==> src/seconds_to_calendar_date_assert.svh <==
// Assertion macros for the seconds to calendar date block.
`ifndef SECONDS_TO_CALENDAR_DATE_ASSERT_SVH
`define SECONDS_TO_CALENDAR_DATE_ASSERT_SVH

`ifndef SYNTH
// Same-cycle implication, checked on every rising edge outside reset.
`define STCD_ASSERT_IMP(label, ante, cons) \
  label: assert property (@(posedge clk_i) disable iff (!rst_ni) (ante) |-> (cons)) \
    else $error("assertion failed");
// Next-cycle implication.
`define STCD_ASSERT_NEXT(label, ante, cons) \
  label: assert property (@(posedge clk_i) disable iff (!rst_ni) (ante) |=> (cons)) \
    else $error("assertion failed");
`else
`define STCD_ASSERT_IMP(label, ante, cons)
`define STCD_ASSERT_NEXT(label, ante, cons)
`endif

`endif

==> src/stcd_pkg.sv <==
// Shared constants, types and the month-length table of the calendar converter.
package stcd_pkg;

  localparam int unsigned SecsW  = 32;
  localparam int unsigned DaysW  = 16;
  localparam int unsigned YearW  = 7;
  localparam int unsigned MonthW = 4;
  localparam int unsigned DayW   = 5;
  localparam int unsigned HourW  = 5;
  localparam int unsigned MinW   = 6;
  localparam int unsigned SecW   = 6;

  // 36525 days times 86400 seconds
  localparam logic [SecsW-1:0] SECS_IN_RANGE = 32'd3155760000;

  localparam logic [SecsW-1:0] DIV_DAY_C  = 32'd86400;
  localparam logic [SecsW-1:0] DIV_HOUR_C = 32'd3600;
  localparam logic [SecsW-1:0] DIV_MIN_C  = 32'd60;

  // floor(2^48/86400), floor(2^43/3600), floor(2^37/60)
  localparam logic [31:0] RECIP_DAY  = 32'd3257812230;
  localparam logic [31:0] RECIP_HOUR = 32'd2443359172;
  localparam logic [31:0] RECIP_MIN  = 32'd2290649224;

  localparam logic [MonthW-1:0] LAST_MONTH = 4'd12;
  localparam logic [MonthW-1:0] FEBRUARY   = 4'd2;

  typedef enum logic [2:0] {
    OP_NONE,
    OP_LOAD,
    OP_MUL,
    OP_BACK,
    OP_FIX,
    OP_YEAR,
    OP_MONTH,
    OP_WRITE
  } op_e;

  typedef enum logic [1:0] {
    DIV_DAY,
    DIV_HOUR,
    DIV_MIN
  } div_e;

  typedef struct packed {
    op_e  op;
    div_e div;
  } cmd_t;

  typedef struct packed {
    logic oor;
    logic year_done;
    logic month_done;
  } status_t;

  function automatic logic [DayW-1:0] month_len(input logic [MonthW-1:0] mon);
    logic [DayW-1:0] len;
    case (mon)
      4'd2:    len = 5'd28;
      4'd4:    len = 5'd30;
      4'd6:    len = 5'd30;
      4'd9:    len = 5'd30;
      4'd11:   len = 5'd30;
      default: len = 5'd31;
    endcase
    return len;
  endfunction

endpackage

==> src/stcd_datapath.sv <==
// Datapath: constant dividers, year and month peeling, result registers.
module stcd_datapath (
  input  logic                           clk_i,
  input  stcd_pkg::cmd_t                 cmd_i,
  input  logic [stcd_pkg::SecsW-1:0]     elapsed_seconds_i,
  output stcd_pkg::status_t              status_o,
  output logic [stcd_pkg::YearW-1:0]     year_offset_o,
  output logic [stcd_pkg::MonthW-1:0]    month_o,
  output logic [stcd_pkg::DayW-1:0]      day_of_month_o,
  output logic [stcd_pkg::HourW-1:0]     hour_o,
  output logic [stcd_pkg::MinW-1:0]      minute_o,
  output logic [stcd_pkg::SecW-1:0]      second_o,
  output logic                           out_of_range_o
);
  import stcd_pkg::*;

  logic [SecsW-1:0]  x_q;
  logic [63:0]       prod_q;
  logic [DaysW-1:0]  quo_q;
  logic [SecsW-1:0]  back_q;
  logic [DaysW-1:0]  days_q;
  logic [HourW-1:0]  hr_q;
  logic [MinW-1:0]   mn_q;
  logic [SecW-1:0]   sc_q;
  logic [YearW-1:0]  yoff_q;
  logic [MonthW-1:0] mon_q;
  logic              oor_q;

  logic [31:0]       recip;
  logic [SecsW-1:0]  divisor;
  logic [DaysW-1:0]  q_est;
  logic [SecsW-1:0]  rem_raw;
  logic [SecsW-1:0]  rem_fix;
  logic [DaysW-1:0]  quo_fix;
  logic              leap;
  logic [8:0]        ylen;
  logic [DayW-1:0]   mlen;

  always_comb begin
    case (cmd_i.div)
      DIV_DAY: begin
        recip   = RECIP_DAY;
        divisor = DIV_DAY_C;
        q_est   = prod_q[63:48];
      end
      DIV_HOUR: begin
        recip   = RECIP_HOUR;
        divisor = DIV_HOUR_C;
        q_est   = DaysW'(prod_q[48:43]);
      end
      default: begin
        recip   = RECIP_MIN;
        divisor = DIV_MIN_C;
        q_est   = DaysW'(prod_q[43:37]);
      end
    endcase
  end

  // estimate is exact or one short
  assign rem_raw = x_q - back_q;
  always_comb begin
    if (rem_raw >= divisor) begin
      rem_fix = rem_raw - divisor;
      quo_fix = quo_q + DaysW'(1);
    end else begin
      rem_fix = rem_raw;
      quo_fix = quo_q;
    end
  end

  assign leap = (yoff_q[1:0] == 2'b00);
  assign ylen = leap ? 9'd366 : 9'd365;
  assign mlen = month_len(mon_q) + DayW'(leap && (mon_q == FEBRUARY));

  assign status_o.oor        = oor_q;
  assign status_o.year_done  = days_q < DaysW'(ylen);
  assign status_o.month_done = (days_q < DaysW'(mlen)) || (mon_q >= LAST_MONTH);

  always_ff @(posedge clk_i) begin
    case (cmd_i.op)
      OP_LOAD: begin
        x_q    <= elapsed_seconds_i;
        oor_q  <= elapsed_seconds_i >= SECS_IN_RANGE;
        yoff_q <= '0;
        mon_q  <= MonthW'(1);
      end
      OP_MUL: prod_q <= 64'(x_q) * 64'(recip);
      OP_BACK: begin
        quo_q  <= q_est;
        back_q <= SecsW'(q_est) * divisor;
      end
      OP_FIX: begin
        case (cmd_i.div)
          DIV_DAY: begin
            days_q <= quo_fix;
            x_q    <= rem_fix;
          end
          DIV_HOUR: begin
            hr_q <= quo_fix[HourW-1:0];
            x_q  <= rem_fix;
          end
          default: begin
            mn_q <= quo_fix[MinW-1:0];
            sc_q <= rem_fix[SecW-1:0];
          end
        endcase
      end
      OP_YEAR: begin
        days_q <= days_q - DaysW'(ylen);
        yoff_q <= yoff_q + YearW'(1);
      end
      OP_MONTH: begin
        days_q <= days_q - DaysW'(mlen);
        mon_q  <= mon_q + MonthW'(1);
      end
      OP_WRITE: begin
        out_of_range_o <= oor_q;
        if (oor_q) begin
          year_offset_o  <= '0;
          month_o        <= '0;
          day_of_month_o <= '0;
          hour_o         <= '0;
          minute_o       <= '0;
          second_o       <= '0;
        end else begin
          year_offset_o  <= yoff_q;
          month_o        <= mon_q;
          day_of_month_o <= days_q[DayW-1:0] + DayW'(1);
          hour_o         <= hr_q;
          minute_o       <= mn_q;
          second_o       <= sc_q;
        end
      end
      default: ;
    endcase
  end

endmodule

==> src/stcd_controller.sv <==
// Controller: sequences the divisions, the year and month loops and both handshakes.
module stcd_controller (
  input  logic              clk_i,
  input  logic              rst_ni,
  input  logic              in_valid_i,
  output logic              in_stall_o,
  output logic              out_valid_o,
  input  logic              out_stall_i,
  input  stcd_pkg::status_t status_i,
  output stcd_pkg::cmd_t    cmd_o
);
  import stcd_pkg::*;

  typedef enum logic [2:0] {
    S_IDLE,
    S_MUL,
    S_BACK,
    S_FIX,
    S_YEAR,
    S_MONTH,
    S_WRITE
  } state_e;

  state_e state_q;
  div_e   div_q;
  logic   out_valid_q;
  logic   out_free;

  assign out_free    = !out_valid_q || !out_stall_i;
  assign in_stall_o  = (state_q != S_IDLE);
  assign out_valid_o = out_valid_q;

  always_comb begin
    cmd_o.div = div_q;
    case (state_q)
      S_IDLE:  cmd_o.op = in_valid_i ? OP_LOAD : OP_NONE;
      S_MUL:   cmd_o.op = status_i.oor ? OP_NONE : OP_MUL;
      S_BACK:  cmd_o.op = OP_BACK;
      S_FIX:   cmd_o.op = OP_FIX;
      S_YEAR:  cmd_o.op = status_i.year_done ? OP_NONE : OP_YEAR;
      S_MONTH: cmd_o.op = status_i.month_done ? OP_NONE : OP_MONTH;
      S_WRITE: cmd_o.op = out_free ? OP_WRITE : OP_NONE;
      default: cmd_o.op = OP_NONE;
    endcase
  end

  always_ff @(posedge clk_i or negedge rst_ni) begin
    if (!rst_ni) begin
      state_q     <= S_IDLE;
      div_q       <= DIV_DAY;
      out_valid_q <= 1'b0;
    end else begin
      // a new result replaces the one taken in the same cycle
      if (state_q == S_WRITE && out_free) begin
        out_valid_q <= 1'b1;
      end else if (!out_stall_i) begin
        out_valid_q <= 1'b0;
      end
      case (state_q)
        S_IDLE: begin
          div_q <= DIV_DAY;
          if (in_valid_i) state_q <= S_MUL;
        end
        S_MUL:   state_q <= status_i.oor ? S_WRITE : S_BACK;
        S_BACK:  state_q <= S_FIX;
        S_FIX: begin
          case (div_q)
            DIV_DAY: begin
              div_q   <= DIV_HOUR;
              state_q <= S_MUL;
            end
            DIV_HOUR: begin
              div_q   <= DIV_MIN;
              state_q <= S_MUL;
            end
            default: state_q <= S_YEAR;
          endcase
        end
        S_YEAR:  if (status_i.year_done) state_q <= S_MONTH;
        S_MONTH: if (status_i.month_done) state_q <= S_WRITE;
        S_WRITE: if (out_free) state_q <= S_IDLE;
        default: state_q <= S_IDLE;
      endcase
    end
  end

endmodule

==> src/seconds_to_calendar_date.sv <==
// Top level of the seconds to calendar date converter.
//
// Input channel: in_valid_i / in_stall_o carry elapsed_seconds_i, seconds since
// 2000-01-01 00:00:00. A transaction completes on a rising edge with valid high
// and stall low. Output channel: out_valid_o / out_stall_i carry the date and
// time fields and out_of_range_o, one result per input.
// One item at a time: stall is raised from acceptance until the result has
// been loaded into the output register. Each of the three divisions passes
// through the multiply, back and fix states; whole years (0..99) are then
// peeled one at a time, then months (0..11), and the result is loaded.
// Inputs past 2099 skip straight from the multiply state to the output. The
// next transaction is taken the cycle after loading.
// The output register parts the two sides: a new transaction is taken while a
// result still waits; the finished next result waits in the sequencer until
// the receiver stops stalling. A stalled result holds its fields.
// Reset (rst_ni low, asynchronous) returns the sequencer to idle and drops
// out_valid_o; payload registers are not reset.
module seconds_to_calendar_date (
  input  logic                        clk_i,
  input  logic                        rst_ni,
  input  logic                        in_valid_i,
  output logic                        in_stall_o,
  input  logic [stcd_pkg::SecsW-1:0]  elapsed_seconds_i,
  output logic                        out_valid_o,
  input  logic                        out_stall_i,
  output logic [stcd_pkg::YearW-1:0]  year_offset_o,
  output logic [stcd_pkg::MonthW-1:0] month_o,
  output logic [stcd_pkg::DayW-1:0]   day_of_month_o,
  output logic [stcd_pkg::HourW-1:0]  hour_o,
  output logic [stcd_pkg::MinW-1:0]   minute_o,
  output logic [stcd_pkg::SecW-1:0]   second_o,
  output logic                        out_of_range_o
);
  import stcd_pkg::*;

  `include "seconds_to_calendar_date_assert.svh"

  cmd_t    cmd;
  status_t status;
  logic    fields_zero;
  logic    fields_legal;

  // sequencer: owns both handshakes and steps the datapath
  stcd_controller u_ctrl (
    .clk_i       (clk_i),
    .rst_ni      (rst_ni),
    .in_valid_i  (in_valid_i),
    .in_stall_o  (in_stall_o),
    .out_valid_o (out_valid_o),
    .out_stall_i (out_stall_i),
    .status_i    (status),
    .cmd_o       (cmd)
  );

  // reciprocal dividers, year/month peeling and the output register
  stcd_datapath u_dp (
    .clk_i             (clk_i),
    .cmd_i             (cmd),
    .elapsed_seconds_i (elapsed_seconds_i),
    .status_o          (status),
    .year_offset_o     (year_offset_o),
    .month_o           (month_o),
    .day_of_month_o    (day_of_month_o),
    .hour_o            (hour_o),
    .minute_o          (minute_o),
    .second_o          (second_o),
    .out_of_range_o    (out_of_range_o)
  );

  assign fields_zero  = (year_offset_o == '0) && (month_o == '0) && (day_of_month_o == '0) &&
                        (hour_o == '0) && (minute_o == '0) && (second_o == '0);
  assign fields_legal = (year_offset_o <= YearW'(99)) && (month_o >= MonthW'(1)) &&
                        (month_o <= LAST_MONTH) && (day_of_month_o >= DayW'(1)) &&
                        (hour_o <= HourW'(23)) && (minute_o <= MinW'(59)) &&
                        (second_o <= SecW'(59));

  // busy straight after a transaction is taken
  `STCD_ASSERT_NEXT(a_busy_after_accept, in_valid_i && !in_stall_o, in_stall_o)
  // out-of-range results carry zero fields
  `STCD_ASSERT_IMP(a_oor_zero, out_valid_o && out_of_range_o, fields_zero)
  // in-range results are a legal date and time
  `STCD_ASSERT_IMP(a_fields_legal, out_valid_o && !out_of_range_o, fields_legal)

endmodule

==> config.mk <==
export PLATFORM = sky130hd
export DESIGN_NAME = seconds_to_calendar_date
export DESIGN_NICKNAME = d
export VERILOG_FILES = /design/src/stcd_pkg.sv /design/src/stcd_datapath.sv /design/src/stcd_controller.sv /design/src/seconds_to_calendar_date.sv
export VERILOG_INCLUDE_DIRS = /design/src /design/src/src
export SDC_FILE = /design/constraint.sdc
export NUM_CORES = 2
export LEC_CHECK = 0
export BUFFER_PORTS_ARGS = -buffer_cell sky130_fd_sc_hd__buf_2
export CAP_MARGIN = 20
export CORE_MARGIN = 8
export CORE_UTILIZATION = 60
export CTS_CLUSTER_DIAMETER = 50
export CTS_CLUSTER_SIZE = 25
export DETAILED_ROUTE_END_ITERATION = 7
export PLACE_DENSITY = 0.77
export SETUP_SLACK_MARGIN = 0.02
export SLEW_MARGIN = 20
export SYNTH_ARGS = -nofsm -noshare
export SYNTH_HDL_FRONTEND = slang
export SYNTH_SLANG_ARGS = --single-unit
export TNS_END_PERCENT = 30
==> constraint.sdc <==
create_clock -name clk_i -period 10.31 [get_ports clk_i]
set_input_delay 0.5155 -clock clk_i [delete_from_list [all_inputs] [get_ports clk_i]]
set_output_delay 0.5155 -clock clk_i [all_outputs]
set_load 0.01 [all_outputs]
# [Word-level counts from Yosys, hierarchy flattened]
# Cells that the tools add are included.
[totals] reg_bits=229 wordCells=118 input_bits=36 out_inout_bits=36
[op_classes] order_cmp=5 multipliers=2 n_mux=30 addsub=9 reduce_logical=23 bitwise=1 n_eq_ne=27
[op_table] operator="multiplier 32 x 32 -> 64 bit" count=1
[op_table] operator="two-way mux 32 bit" count=2
[op_table] operator="one-hot mux 32 bit (2 select lines)" count=1
[op_table] operator="one-hot mux 31 bit (2 select lines)" count=1
[op_table] operator="one-hot mux 16 bit (3 select lines)" count=1
[op_table] operator="one-hot mux 3 bit (7 select lines)" count=2
[op_table] operator="one-hot mux 17 bit (2 select lines)" count=1
[op_table] operator="greater-or-equal comparator 32 x 17 -> 1 bit" count=1
[op_table] operator="greater-or-equal comparator 32 bit (second input constant)" count=1
[op_table] operator="multiplier 16 x 17 -> 32 bit" count=1
[op_table] operator="two-way mux 16 bit" count=2
[op_table] operator="one-hot mux 16 bit (2 select lines)" count=1
[op_table] operator="subtractor 32 x 17 -> 32 bit" count=1
[op_table] operator="subtractor 32 bit" count=1
[op_table] operator="two-way mux 3 bit" count=9
[op_table] operator="== test 3 bit (second input constant)" count=7
[op_table] operator="adder 16 x 1 -> 16 bit (second input constant)" count=1
[op_table] operator="less-than comparator 16 x 5 -> 1 bit" count=1
[op_table] operator="less-than comparator 16 x 9 -> 1 bit" count=1
[op_table] operator="subtractor 16 x 5 -> 16 bit" count=1
[op_table] operator="subtractor 16 x 9 -> 16 bit" count=1
[op_table] operator="one-hot mux 7 bit (2 select lines)" count=1
[op_table] operator="== test 3 x 2 -> 1 bit (second input constant)" count=4
[op_table] operator="one-hot mux 2 bit (2 select lines)" count=3
[op_table] operator="28 further kinds" count=51

# [Longest topological paths before layout]
[logic_depth] depth_word=11 mapped_depth=34 depth_no_buf=33

# [Modules after synthesis]
# From an unflattened synthesis, not the netlist that was laid out.
[hier_totals] hier_cells=4120 area_unflattened_um2=40923.0
[modules_own_cells] module="stcd_datapath" cells_each=4068 area_per_inst_um2=40475.1 seq_area_each_um2=5525.3 n_inst=1
[modules_own_cells] module="stcd_controller" cells_each=52 area_per_inst_um2=447.9 seq_area_each_um2=150.1 n_inst=1

# [Worst setup path after synthesis]
# OpenSTA, ideal clock, no wires.
[synth_path] path_type="reg-to-reg" startpoint="reg u_ctrl.div_q[0]" endpoint="reg u_dp.prod_q[52], data pin" path_slack_ps=1787 setup_ps=135 path_stages_with_launch=31 arrival_time_ps=8388 required_ps=10175 synth_period_minus_slack_ps=8523 cell_sequence="dfrtp_1 clkbuf_1 clkbuf_1 clkbuf_1 clkbuf_1 nand2_1 inv_1 fa_1 fa_1 inv_1 fa_1 fa_1 inv_1 fa_1 fa_1 fa_1 inv_1 fa_1 inv_1 ha_1 and2_1 a221o_1 a21o_1 a221oi_1 o21a_1 a211oi_1 nor2_1 a21boi_0 o21a_1 or4b_2 nand3_1"
[synth_via] elab_chain_cells=3 elab_cells_between_ends=4 classes_between="mul: 1; eq/ne: 1; mux: 1; reduce/logical: 1"
[synth_lines] item="from (decl)" line_no="stcd_controller.sv:25" source="div_e div_q;"
[synth_lines] item="from (signal assigned)" line_no="stcd_controller.sv:50" source="div_q <= DIV_DAY;"
[synth_lines] item="from (signal assigned)" line_no="stcd_controller.sv:61" source="div_q <= DIV_DAY;"
[synth_lines] item="from (signal assigned)" line_no="stcd_controller.sv:69" source="div_q <= DIV_HOUR;"
[synth_lines] item="== test 2 x 1 -> 1 bit / zero test 2 bit (equally long branches)" line_no="stcd_datapath.sv:40" source="case (cmd_i.div)"
[synth_lines] item="one-hot mux 31 bit (2 select lines) *" line_no="stcd_datapath.sv:40"
[synth_lines] item="multiplier 32 x 32 -> 64 bit *" line_no="stcd_datapath.sv:87" source="OP_MUL: prod_q <= 64'(x_q) * 64'(recip);"
[synth_lines] item="to (signal assigned)" line_no="stcd_datapath.sv:87"
[synth_lines] item="to (decl)" line_no="stcd_datapath.sv:18" source="logic [63:0] prod_q;"
# Every way passes the cells marked *; elsewhere a longest branch is shown, timed or not.
# A chain may end at the register's enable or synchronous reset.

# [Worst setup path after layout]
[layout_path] startpoint="reg u_ctrl.div_q[1]" endpoint="reg u_dp.prod_q[48], data pin"
# The elaborated chain is that of the path after synthesis.

==> reports/results.tsv <==
stage	metric	value	unit
floorplanning	starting density of the core	0.605	
yosys	post-synthesis cell type count	91	
worst_setup_path	Worst EP arrival	9.86	ns
yosys	Syn Area/Cell	10.0	um^2
clock_tree	deepest level of the CTS H-tree	4	
floorplanning	Top Ports	72	
timing	setup ws final	0.662	ns
cells_and_area	cell area after layout	43000	um^2
detailed_routing	final wirelength	108000	um
yosys	Async SR Flop Fraction	0.0316	
worst_setup_path	slowest stage delay, CP	0.73	ns
timing	skew final	0.0216	ns
clock_tree	CTS Buffer Depth	2	
floorplanning	Core Area	67200	um^2
yosys	Top FF cell, synth	edfxtp_1	
place	Setup WS pre-CTS	0.783	ns
yosys	Yosys reg bits	190	
cells_and_area	Multi-input gate area	31000	um^2
worst_setup_path	critical-path maximum fanout	31	
worst_setup_path	Worst Setup Start Kind	flop	
detailed_routing	drt first pass iters	5	
detailed_routing	detailed-route DRC error count	0	
clock_tree	CTS Sinks	190	
worst_setup_path	worst path required time	10.52	ns
global_routing	vias in the first global route	30000	
place	Port Buffers	71	
timing	Setup TNS Final	0	ns
global_routing	global-route wire length before repair	170000	um
detailed_routing	Routed Antenna Nets	0	
cells_and_area	register area	5680	um^2
run	Max-Cap Viols	0	
timing	Max Freq	104	MHz
yosys	Seq/Total Area, Yosys	0.140	
global_routing	pin count of the biggest net entering global routing	68	
cells_and_area	most frequent cells in the layout	inv_1, fa_1, ha_1, edfxtp_1, nand2_1	
global_routing	initial antenna violation count	0	
yosys	Post-synth EDFFs	184	
timing	Hold Slack	0.346	ns
worst_setup_path	Slowest-stage cell, CP	nor2b_1	
run_status	status	complete, no violations	
detailed_routing	Vias per Instance	5.56	
yosys	number of synthesis warnings	0	
floorplanning	Chip Width	276	um
place	post-DP HPWL	95300	um
floorplanning	num rows	95	
worst_setup_path	kind of critical path	reg2reg	
cells_and_area	Fillers	5491	
floorplanning	die height	276	um
cells_and_area	Area growth, synth to finish	5.92	%
worst_setup_path	crit end category	flop	
detailed_routing	DR WL/cell	21.2	um
detailed_routing	initial DRC count	2412	
clock_tree	total CTS buffers	17	
clock_tree	Reg clk slew, reported paths	0.08	ns
cells_and_area	Layout Nets	5587	
global_routing	Overflow after GRT	0	
yosys	Cell Area, Synth	40600	um^2
timing	min Tclk post-route	9.65	ns
place	gpl congestion	1.04	
min_path	Hold Path Class	in2reg	
timing	fin crit share	0.936	
cells_and_area	share of layout cells above drive strength 1	0.0492	
timing	Setup-failing EPs final	0	
cells_and_area	final antenna diode count	0	
worst_setup_path	most used cell, CP	fa_1	
place	dpl cell area	42400	um^2
global_routing	GRT Total Usage	0.288	
timing	worst-margin pin slew	0.976	ns
yosys	Synth Instances	4047	
timing	Max Slew Vio Count	0	
cells_and_area	most common cell after layout, fill and taps aside	inv_1	
clock_tree	CTS tree	built	
timing	RSZ-0062 raised after global routing	false	
clock_tree	Skew-Pair Late Insertion Delay	0.46	ns
detailed_routing	total number of vias	28300	
timing	Slew HR	0.348	
clock_tree	setup repair bufs after CTS	0	
timing	Fin. Hold Viols	0	
clock_tree	CTS Root Cell	clkbuf_16	
worst_setup_path	R2R setup slack	0.66	ns
floorplanning	die area	76300	um^2
==> sequential cells by signal, indices dropped and copies added (netlist names), 5 cells and up <==
signal               count
u_dp.back_q             30
u_dp.day_of_month_o      5
u_dp.days_q             16
u_dp.hour_o              5
u_dp.hr_q                5
u_dp.minute_o            6
u_dp.mn_q                6
u_dp.prod_q             27
u_dp.quo_q              16
u_dp.sc_q                6
u_dp.second_o            6
u_dp.x_q                32
u_dp.year_offset_o       7
u_dp.yoff_q              7
==> path summary, 6_finish.rpt <==
path / cells after the start / endpoint / start
setup / recovery: 27 / u_dp.prod_q[48]$_DFFE_PN_ / u_ctrl.div_q[1]$_DFFE_PN0P_
hold / removal: 2 / u_dp.x_q[1]$_DFFE_PP_ / elapsed_seconds_i[1]
setup reg to reg: 27 / u_dp.prod_q[48]$_DFFE_PN_ / u_ctrl.div_q[1]$_DFFE_PN0P_
hold reg to reg: 1 / u_dp.hour_o[4]$_SDFFCE_PP0N_ / u_dp.hr_q[4]$_DFFE_PP_
max in group asynchronous: 2 / u_ctrl.div_q[0]$_DFFE_PN0P_ / rst_ni
min in group asynchronous: 2 / u_ctrl.state_q[0]$_DFFE_PN0P_ / rst_ni
==> repair_timing <==
| item | CTS | global route |
|---|---|---|
| hold buffers | 1 | 0 |
| endpoints found under the hold margin | 6 | 0 |
| resized for setup | 0 | 0 |
==> logic make-up after synthesis <==
group | share of synthesized area
compound gates | 0.0684
xor+xnor | 0.0257
fa+ha+maj | 0.552
buf+inv | 0.108
flops | 0.140
mux | 0.00410
other cells | 0.000185
simple gates | 0.102
==> final cells by class <==
cell class	instances	area share
multi-input combinational	2813	0.721
sequential	190	0.132
inverter	1070	0.0933
tap	873	0.0254
timing repair buffer	107	0.0147
clock buffer	17	0.00989
clock inverter	14	0.00398
==> cell usage after synthesis (6+ instances only) <==
master | number | share of area
inv_1 | 1068 | 0.099
fa_1 | 736 | 0.36
ha_1 | 616 | 0.19
edfxtp_1 | 184 | 0.14
nand2_1 | 181 | 0.017
nor2_1 | 174 | 0.016
and2_1 | 117 | 0.018
nor2b_1 | 104 | 0.016
o21ai_0 | 101 | 0.012
a21oi_1 | 90 | 0.011
xnor2_1 | 88 | 0.019
clkbuf_1 | 72 | 0.0067
a21o_1 | 53 | 0.0098
nand2b_1 | 41 | 0.0063
nand3_1 | 40 | 0.0049
nor3_1 | 32 | 0.0039
xor2_1 | 31 | 0.0067
or2_2 | 30 | 0.0046
and3_1 | 16 | 0.0025
o21a_1 | 15 | 0.0028
or3_1 | 15 | 0.0023
a211oi_1 | 14 | 0.0026
a31oi_1 | 14 | 0.0022
nand4_1 | 12 | 0.0018
o21bai_1 | 12 | 0.0022
mux2i_1 | 11 | 0.0027
o211ai_1 | 9 | 0.0017
o22ai_1 | 7 | 0.0011
a221o_1 | 6 | 0.0015
dfrtp_1 | 6 | 0.0037
o2111ai_1 | 6 | 0.0013
o221ai_1 | 6 | 0.0013
==> metal layers <==
layer / routed length [um] / vias up / global-route usage
met2: 49800 / 1161 / 0.463
met3: 8730 / 241 / 0.0542
met4: 5280 / 0 / 0.119
li1: - / 12900 / -
met5: 0 / - / 0
met1: 44100 / 14000 / 0.383
==> stage by stage <==
stage | std cells | utilization
after floorplan | 4158 | -
after global placement | 5051 | 0.632
after detailed placement | 5052 | 0.632
after CTS | 5084 | 0.641
after global routing | 5084 | 0.641
final | 5084 | 0.641
==> critical path: cells and delay by family, from the launching register on <==
| kind | cells | cell delay [ns] |
|---|---|---|
| fa+ha+maj | 9 | 4.42 |
| simple gates | 5 | 1.67 |
| compound gates | 6 | 1.62 |
| buf+inv | 6 | 0.84 |
| flops | 1 | 0.68 |
| xor+xnor | 1 | 0.13 |
Power is left out: the tool's default activity adds up to more than one toggle a clock period on the data nets, which glitch-free logic cannot reach.
